## src/hdl/okl_pkg.sv

```systemverilog
// ----------------------------------------------------------------------------
// okl_pkg
// Types and command codes shared by the ordered keyed list table.
// ----------------------------------------------------------------------------
package okl_pkg;

    localparam int KEY_W   = 16;
    localparam int DATA_W  = 16;
    localparam int CMD_W   = 2;
    localparam int COUNT_W = 5;

    localparam logic [CMD_W-1:0] CMD_APPEND = 2'd0;
    localparam logic [CMD_W-1:0] CMD_REMOVE = 2'd1;
    localparam logic [CMD_W-1:0] CMD_SEARCH = 2'd2;
    localparam logic [CMD_W-1:0] CMD_NOP    = 2'd3;

    typedef struct packed {
        logic [CMD_W-1:0]  command;
        logic [KEY_W-1:0]  key;
        logic [DATA_W-1:0] client_in;
        logic [DATA_W-1:0] cart_in;
    } t_in_word;

    typedef struct packed {
        logic               found;
        logic [DATA_W-1:0]  client_out;
        logic [DATA_W-1:0]  cart_out;
        logic [COUNT_W-1:0] entry_count;
        logic               overflow;
    } t_out_word;

    typedef struct packed {
        logic [KEY_W-1:0]  key;
        logic [DATA_W-1:0] client;
        logic [DATA_W-1:0] cart;
    } t_entry;

    typedef struct packed {
        logic write;    // load a new entry from the append port
        logic shift;    // take the right neighbor's entry (closes a gap)
        logic compare;  // latch the key match for the scan
    } t_cell_ctl;

endpackage

```

## src/hdl/okl_cell.sv

```systemverilog
// ----------------------------------------------------------------------------
// okl_cell
// One slot of the table: entry, valid bit and a registered key match.
// ----------------------------------------------------------------------------
module okl_cell (
    input  logic                            i_clk,
    input  logic                            i_rst_n,
    input  okl_pkg::t_cell_ctl              i_ctl,
    input  okl_pkg::t_entry                 i_new,
    input  okl_pkg::t_entry                 i_next,
    input  logic                            i_next_valid,
    input  logic [okl_pkg::KEY_W-1:0]       i_key,
    output okl_pkg::t_entry                 o_entry,
    output logic                            o_valid,
    output logic                            o_match
);

    okl_pkg::t_entry r_entry;
    logic            r_valid;
    logic            r_match;

    always_ff @(posedge i_clk) begin
        if (!i_rst_n) begin
            r_valid <= 1'b0;
            r_match <= 1'b0;
        end else begin
            if (i_ctl.write) begin
                r_valid <= 1'b1;
            end else if (i_ctl.shift) begin
                r_valid <= i_next_valid;
            end
            if (i_ctl.compare) begin
                r_match <= r_valid && (r_entry.key == i_key);
            end
        end
    end

    always_ff @(posedge i_clk) begin
        if (i_ctl.write) begin
            r_entry <= i_new;
        end else if (i_ctl.shift) begin
            r_entry <= i_next;
        end
    end

    assign o_entry = r_entry;
    assign o_valid = r_valid;
    assign o_match = r_match;

endmodule

```

## src/hdl/ordered_keyed_list_table.sv

```systemverilog
// ----------------------------------------------------------------------------
// ordered_keyed_list_table
// Insertion-ordered table of keyed entries held in a row of cells.
// ----------------------------------------------------------------------------
// Append and no-op: result strobe in the cycle after start, one word per cycle.
// Remove/search: all cells compare at start, then a scan steps one cell per
// cycle; result on the first matching slot, or after the last entry on a miss.
// Remove compacts the tail in the hit cycle by a one-step neighbor shift.
// Synchronous active-low reset empties the table; no clearing pass.
// ----------------------------------------------------------------------------
module ordered_keyed_list_table #(
    parameter int DEPTH = 16
) (
    input  logic               i_clk,
    input  logic               i_rst_n,
    input  logic               start,
    output logic               busy,
    input  okl_pkg::t_in_word  i_cmd_word,
    output logic               o_strobe,
    output okl_pkg::t_out_word o_result
);

    localparam int CW = $clog2(DEPTH + 1);
    localparam int IW = $clog2(DEPTH);

    typedef enum logic {S_IDLE, S_SCAN} t_state;

    t_state                         r_state, n_state;
    logic [okl_pkg::CMD_W-1:0]      r_cmd, n_cmd;
    logic [CW-1:0]                  r_count, n_count;
    logic [CW-1:0]                  r_idx, n_idx;
    logic                           r_strobe, n_strobe;
    okl_pkg::t_out_word             r_result, n_result;

    okl_pkg::t_entry                cell_entry [DEPTH];
    okl_pkg::t_cell_ctl             cell_ctl   [DEPTH];
    logic [DEPTH-1:0]               cell_valid;
    logic [DEPTH-1:0]               cell_match;

    logic                           accept;
    logic                           full;
    logic                           scan_end;
    logic                           scan_hit;
    okl_pkg::t_entry                hit_entry;
    okl_pkg::t_entry                new_entry;

    assign accept    = start && (r_state == S_IDLE);
    assign full      = (r_count == CW'(DEPTH));
    assign scan_end  = (r_idx == r_count);
    assign scan_hit  = !scan_end && cell_match[r_idx[IW-1:0]];
    assign hit_entry = cell_entry[r_idx[IW-1:0]];
    assign new_entry = '{key:    i_cmd_word.key,
                         client: i_cmd_word.client_in,
                         cart:   i_cmd_word.cart_in};

    for (genvar i = 0; i < DEPTH; i++) begin : g_cell
        okl_pkg::t_entry next_entry;
        logic            next_valid;

        if (i == DEPTH - 1) begin : g_last
            assign next_entry = '0;
            assign next_valid = 1'b0;
        end else begin : g_mid
            assign next_entry = cell_entry[i+1];
            assign next_valid = cell_valid[i+1];
        end

        assign cell_ctl[i].write   = accept && (i_cmd_word.command == okl_pkg::CMD_APPEND)
                                     && !full && (CW'(i) == r_count);
        // every cell from the hit onward takes its right neighbor
        assign cell_ctl[i].shift   = (r_state == S_SCAN) && scan_hit
                                     && (r_cmd == okl_pkg::CMD_REMOVE) && (CW'(i) >= r_idx);
        assign cell_ctl[i].compare = accept;

        okl_cell u_cell (
            .i_clk        (i_clk),
            .i_rst_n      (i_rst_n),
            .i_ctl        (cell_ctl[i]),
            .i_new        (new_entry),
            .i_next       (next_entry),
            .i_next_valid (next_valid),
            .i_key        (i_cmd_word.key),
            .o_entry      (cell_entry[i]),
            .o_valid      (cell_valid[i]),
            .o_match      (cell_match[i])
        );
    end

    always_comb begin
        n_state  = r_state;
        n_cmd    = r_cmd;
        n_count  = r_count;
        n_idx    = r_idx;
        n_strobe = 1'b0;
        n_result = '0;
        unique case (r_state)
            S_IDLE: begin
                if (accept) begin
                    n_cmd = i_cmd_word.command;
                    unique case (i_cmd_word.command) inside
                        okl_pkg::CMD_APPEND: begin
                            n_strobe = 1'b1;
                            if (full) begin
                                n_result.overflow = 1'b1;
                            end else begin
                                n_count = r_count + 1'b1;
                            end
                        end
                        okl_pkg::CMD_REMOVE, okl_pkg::CMD_SEARCH: begin
                            n_state = S_SCAN;
                            n_idx   = '0;
                        end
                        default: begin
                            n_strobe = 1'b1;
                        end
                    endcase
                end
            end
            S_SCAN: begin
                if (scan_end) begin
                    n_strobe = 1'b1;
                    n_state  = S_IDLE;
                end else if (scan_hit) begin
                    n_strobe       = 1'b1;
                    n_state        = S_IDLE;
                    n_result.found = 1'b1;
                    if (r_cmd == okl_pkg::CMD_REMOVE) begin
                        n_result.client_out = hit_entry.client;
                        n_result.cart_out   = hit_entry.cart;
                        n_count             = r_count - 1'b1;
                    end
                end else begin
                    n_idx = r_idx + 1'b1;
                end
            end
            default: begin
                n_state = S_IDLE;
            end
        endcase
        n_result.entry_count = okl_pkg::COUNT_W'(n_count);
    end

    always_ff @(posedge i_clk) begin
        if (!i_rst_n) begin
            r_state  <= S_IDLE;
            r_count  <= '0;
            r_strobe <= 1'b0;
            r_cmd    <= okl_pkg::CMD_NOP;
            r_idx    <= '0;
        end else begin
            r_state  <= n_state;
            r_count  <= n_count;
            r_strobe <= n_strobe;
            r_cmd    <= n_cmd;
            r_idx    <= n_idx;
        end
        r_result <= n_result;
    end

    assign busy     = (r_state != S_IDLE);
    assign o_strobe = r_strobe;
    assign o_result = r_result;

endmodule
```

## config.mk

```make
export PLATFORM = sky130hd
export DESIGN_NAME = ordered_keyed_list_table
export DESIGN_NICKNAME = d
export VERILOG_FILES = /design/src/hdl/okl_pkg.sv /design/src/hdl/okl_cell.sv /design/src/hdl/ordered_keyed_list_table.sv
export SDC_FILE = /design/constraint.sdc
export NUM_CORES = 1
export LEC_CHECK = 0
export BUFFER_PORTS_ARGS = -buffer_cell sky130_fd_sc_hd__buf_4
export CORE_ASPECT_RATIO = 1.1
export CORE_MARGIN = 1
export CORE_UTILIZATION = 50
export DETAILED_ROUTE_END_ITERATION = 12
export GPL_TIMING_DRIVEN = 0
export PLACE_DENSITY = 0.7
export SYNTH_ARGS = -nofsm -noshare
export SYNTH_HDL_FRONTEND = slang
export SYNTH_HIERARCHICAL = 1
export SYNTH_SLANG_ARGS = --single-unit
```

## constraint.sdc

```tcl
create_clock -name i_clk -period 4.23 [get_ports i_clk]
set_input_delay 0.423 -clock i_clk [delete_from_list [all_inputs] [get_ports i_clk]]
set_output_delay 0.423 -clock i_clk [all_outputs]
set_load 0.02 [all_outputs]
```

==> summary.md <==
* flop — endpoint kind of the worst setup timing path
* 0.06 ns — CTS clk-pin slew, worst paths
* 0% — share of async-settable or async-resettable flops after synthesis
* 0 — number of nets with antenna violations after detailed routing
* 42900 µm² — combined area of all synthesized cells
* 4.64 ns — required arrival time at the worst endpoint
* 13.0% — area grow syn2layout
* 168000 µm — wire length of the first global-routing pass
* 17500 µm² — area occupied by multi-input gates
* clkbuf_16 — clock root buffer
* 0.0154 µW — Leak Pwr
* 5 — TritonRoute pass-1 iters
* 4072 — cell count after placement
* 50 — pin count of the biggest net entering global routing
* 112 — std cell rows
* 309 µm — Die Span Y
* 0 — number of DRC violations after detailed routing
* 26.3% — Overall Global Routing Usage
* 29 — largest fanout on the critical path
* buf_2 — library cell contributing the largest single delay on the critical path
* 0.881 — last weighted congestion value of the routability-driven placer
* 97.4% — Period Utilization, post-route
* 0 — Final Slew Violations
* 853 — post-synthesis sequential element count
* 6.05 — via-per-instance ratio
* 0 ns — final-layout setup total negative slack
* 9 — initial antenna violation count
* 91 — number of buffers added by the clock tree synthesis step
* 3 — buffer depth of the longest clock path
* 4.12 ns — final critical path time including I/O delays and setup
* buffers and inverters — cell class contributing the biggest share of worst-path delay
* buf_2 > buf_2 > buf_2 > inv_1 > ha_1 > a21oi_1 > o21a_1 > nor2_1 > or2_2 > buf_12 — critical-path cell list
* mux2_2 — most frequently used cell type in the post-synthesis netlist
* buf_2 — Top cell by count, worst path
* 6691 — number of inserted filler cells in the final layout
* 18.7% — worst max-slew margin expressed relative to the limit
* 2134 — First DRT Iteration DRCs
* 0 — gr ovfl total
* 0.000365 V — IR Drop Worst-Case VDD
* 0.71 ns — worst stage delay on the critical path
* 0.68 ns — later-pin clock latency in the skew report
* flop — Critical Path Source Type
* mux2_2 (787), edfxtp_1 (768), xnor2_1 (263) — commonest cells in the netlist
* 2786 — number of standard cells after synthesis
* 53.8% — top-area cell type share of the netlist area
* 94 — num ports
* 39.8% — share of cells above drive strength 1
* 25700 — via total after detailed routing
* 115000 µm — post-detailed-routing wire length
* 27.1 µm — wire length per cell
* 15.4 µm² — synthesized area divided by synthesized cell count
* false — RSZ-0062 raised after global routing
* 853 — # clock sinks
* 0 — setup-violating endpoint count in the final report
* 86900 µm² — overall die area
* 48500 µm² — final design instance area without fill
* 768 — Post-synth EDFFs
* 50.5% — Starting Density
* 24800 µm² — area occupied by registers
* 3 — # H-tree levels
* input pin to flop — Hold Path Class
* edfxtp_1 — Yosys top cell by area
* built — TritonCTS clock tree
* edfxtp_1 — most used flip-flop cell after synthesis
* 4.53 ns — WP data arrival
* 45300 µm² — DP Area
* 80300 µm — dpl hpwl
* 84900 µm² — Core Region
* 1.22 ns — transition time at the pin with the least slew margin
* 26500 — via count of the first global-routing pass
* 281 µm — DIE WIDTH
* 93 — Port Buffers
* 60 — unique cell type count in the Yosys netlist
* 0 — max-cap violations
* 0 — Fin. Hold Viols
* edfxtp_1 (54%), mux2_2 (21%), xnor2_1 (5.4%) — Area contributors post-synth
* 0.0355 ns — final setup skew
* 5 — Bufs and invs on worst path
* 57.7% — fraction of the yosys area taken by sequential cells
* 0 — count of hold-fix buffers inserted at cts
* 6 — number of warnings reported in the yosys synthesis log
* 3091 — number of nets in the layout
* 243 MHz — highest clock rate
* 371 nW/µm² — ratio of total power to cell area
* finished clean — run status
* 4250 — Finished Layout Cells
* flop to flop — classification of the worst setup path
* 0.11 ns — setup slack, reg-to-reg
==> power breakdown <==
group	switching, µW	internal [µW]	leakage, µW	total, µW
Clock	3450	4740	0.00152	8200
Sequential	14.2	9100	0.00759	9110
Combinational	409	259	0.00628	668
Total	3880	14100	0.0154	18000
==> sequential cells by signal, indices dropped and copies added (netlist names) <==
name	count
busy	1
g_cell.u_cell/o_entry	768
g_cell.u_cell/o_match	16
g_cell.u_cell/o_valid	16
o_result	39
o_strobe	1
r_cmd	2
r_count	5
r_idx	5
==> cell type report <==
type | instances | share of cell area (%)
flip-flops and latches | 853 | 51.1
multi-input cells | 1798 | 36.1
clock buffers | 127 | 5.42
well taps | 1140 | 2.94
plain buffers | 170 | 1.68
repair buffers | 98 | 1.66
clock inverters | 45 | 0.966
inverters | 16 | 0.124
diodes | 3 | 0.0155
==> what timing repair did <==
item,4_1_cts,5_1_grt
pin swaps,0,4
setup endpoints to repair,356,252
gates cloned,0,4
gates resized for setup,4,3
buffers inserted,0,0
hold endpoints to repair,0,0
==> worst paths after layout <==
| path | from | to | cells after the start |
|---|---|---|---|
| min | start | o_strobe$_SDFF_PN0_ | 3 |
| min reg2reg | g_cell[5].u_cell/o_match$_SDFFE_PN0P_ | g_cell[5].u_cell/o_match$_SDFFE_PN0P_ | 2 |
| max reg2reg | r_idx[0]$_SDFFE_PN0P_ | g_cell[8].u_cell/o_entry[7]$_DFFE_PP_ | 10 |
| max | r_idx[0]$_SDFFE_PN0P_ | g_cell[8].u_cell/o_entry[7]$_DFFE_PP_ | 10 |
==> cell families (layout without fill, tap and decap cells) <==
logic type	count (synthesis)	after routing	share of synthesized area, %
adders and majority gates	10	10	0.292
muxes	986	986	27.2
DFF	853	853	57.7
AOI/OAI and AO/OA	234	234	3.66
other	1	52	0.00874
and+or+nand+nor	252	256	3.64
buffers and inverters	187	456	2.04
xor gates and xnor gates	263	263	5.37
==> per-stage QoR <==
step	hold slack (ns)	total power (µW)	utilization, %	setup WS (ns)
after floorplan	0.452	9630	-	0.845
after global placement	0.468	9930	53.2	-1.42
after detailed placement	0.475	9950	53.4	-0.321
after CTS	0.0969	18100	57.0	0.00367
after global routing	0.126	18400	57.1	0.0189
final	0.120	18000	57.1	0.112
==> routing by layer <==
layer | up-vias | part of all wire [%] | track usage [%]
met5 | - | 0.076 | 0
met4 | 12 | 3.6 | 10.1
met3 | 250 | 7.2 | 4.95
met2 | 936 | 51 | 46.8
met1 | 13200 | 38 | 31.3
li1 | 11300 | - | -
==> worst min-delay path: stages <==
cell and delay, ns:
buf_4 0.12, a21oi_1 0.12, nor3b_1 0.06
==> placed cells by master (no fill, tap or decap), types with 14 or more instances in the layout <==
cell type	count
mux2_2	787
edfxtp_1	768
xnor2_1	263
mux2i_1	132
buf_2	102
buf_4	99
clkbuf_16	95
dfxtp_1	85
clkbuf_1	71
mux4_2	66
nand4_1	65
conb_1	49
nand3b_1	48
a21oi_1	44
o21ai_0	36
o22ai_1	34
o221ai_1	32
a21o_1	32
nand3_1	23
nand2_1	20
o21a_1	19
o21ai_1	18
and2_1	18
clkinv_2	17
inv_1	16
or4_1	16
or2_4	15
nor2_1	14
No activity file was read; power rests on OpenSTA's default activity.
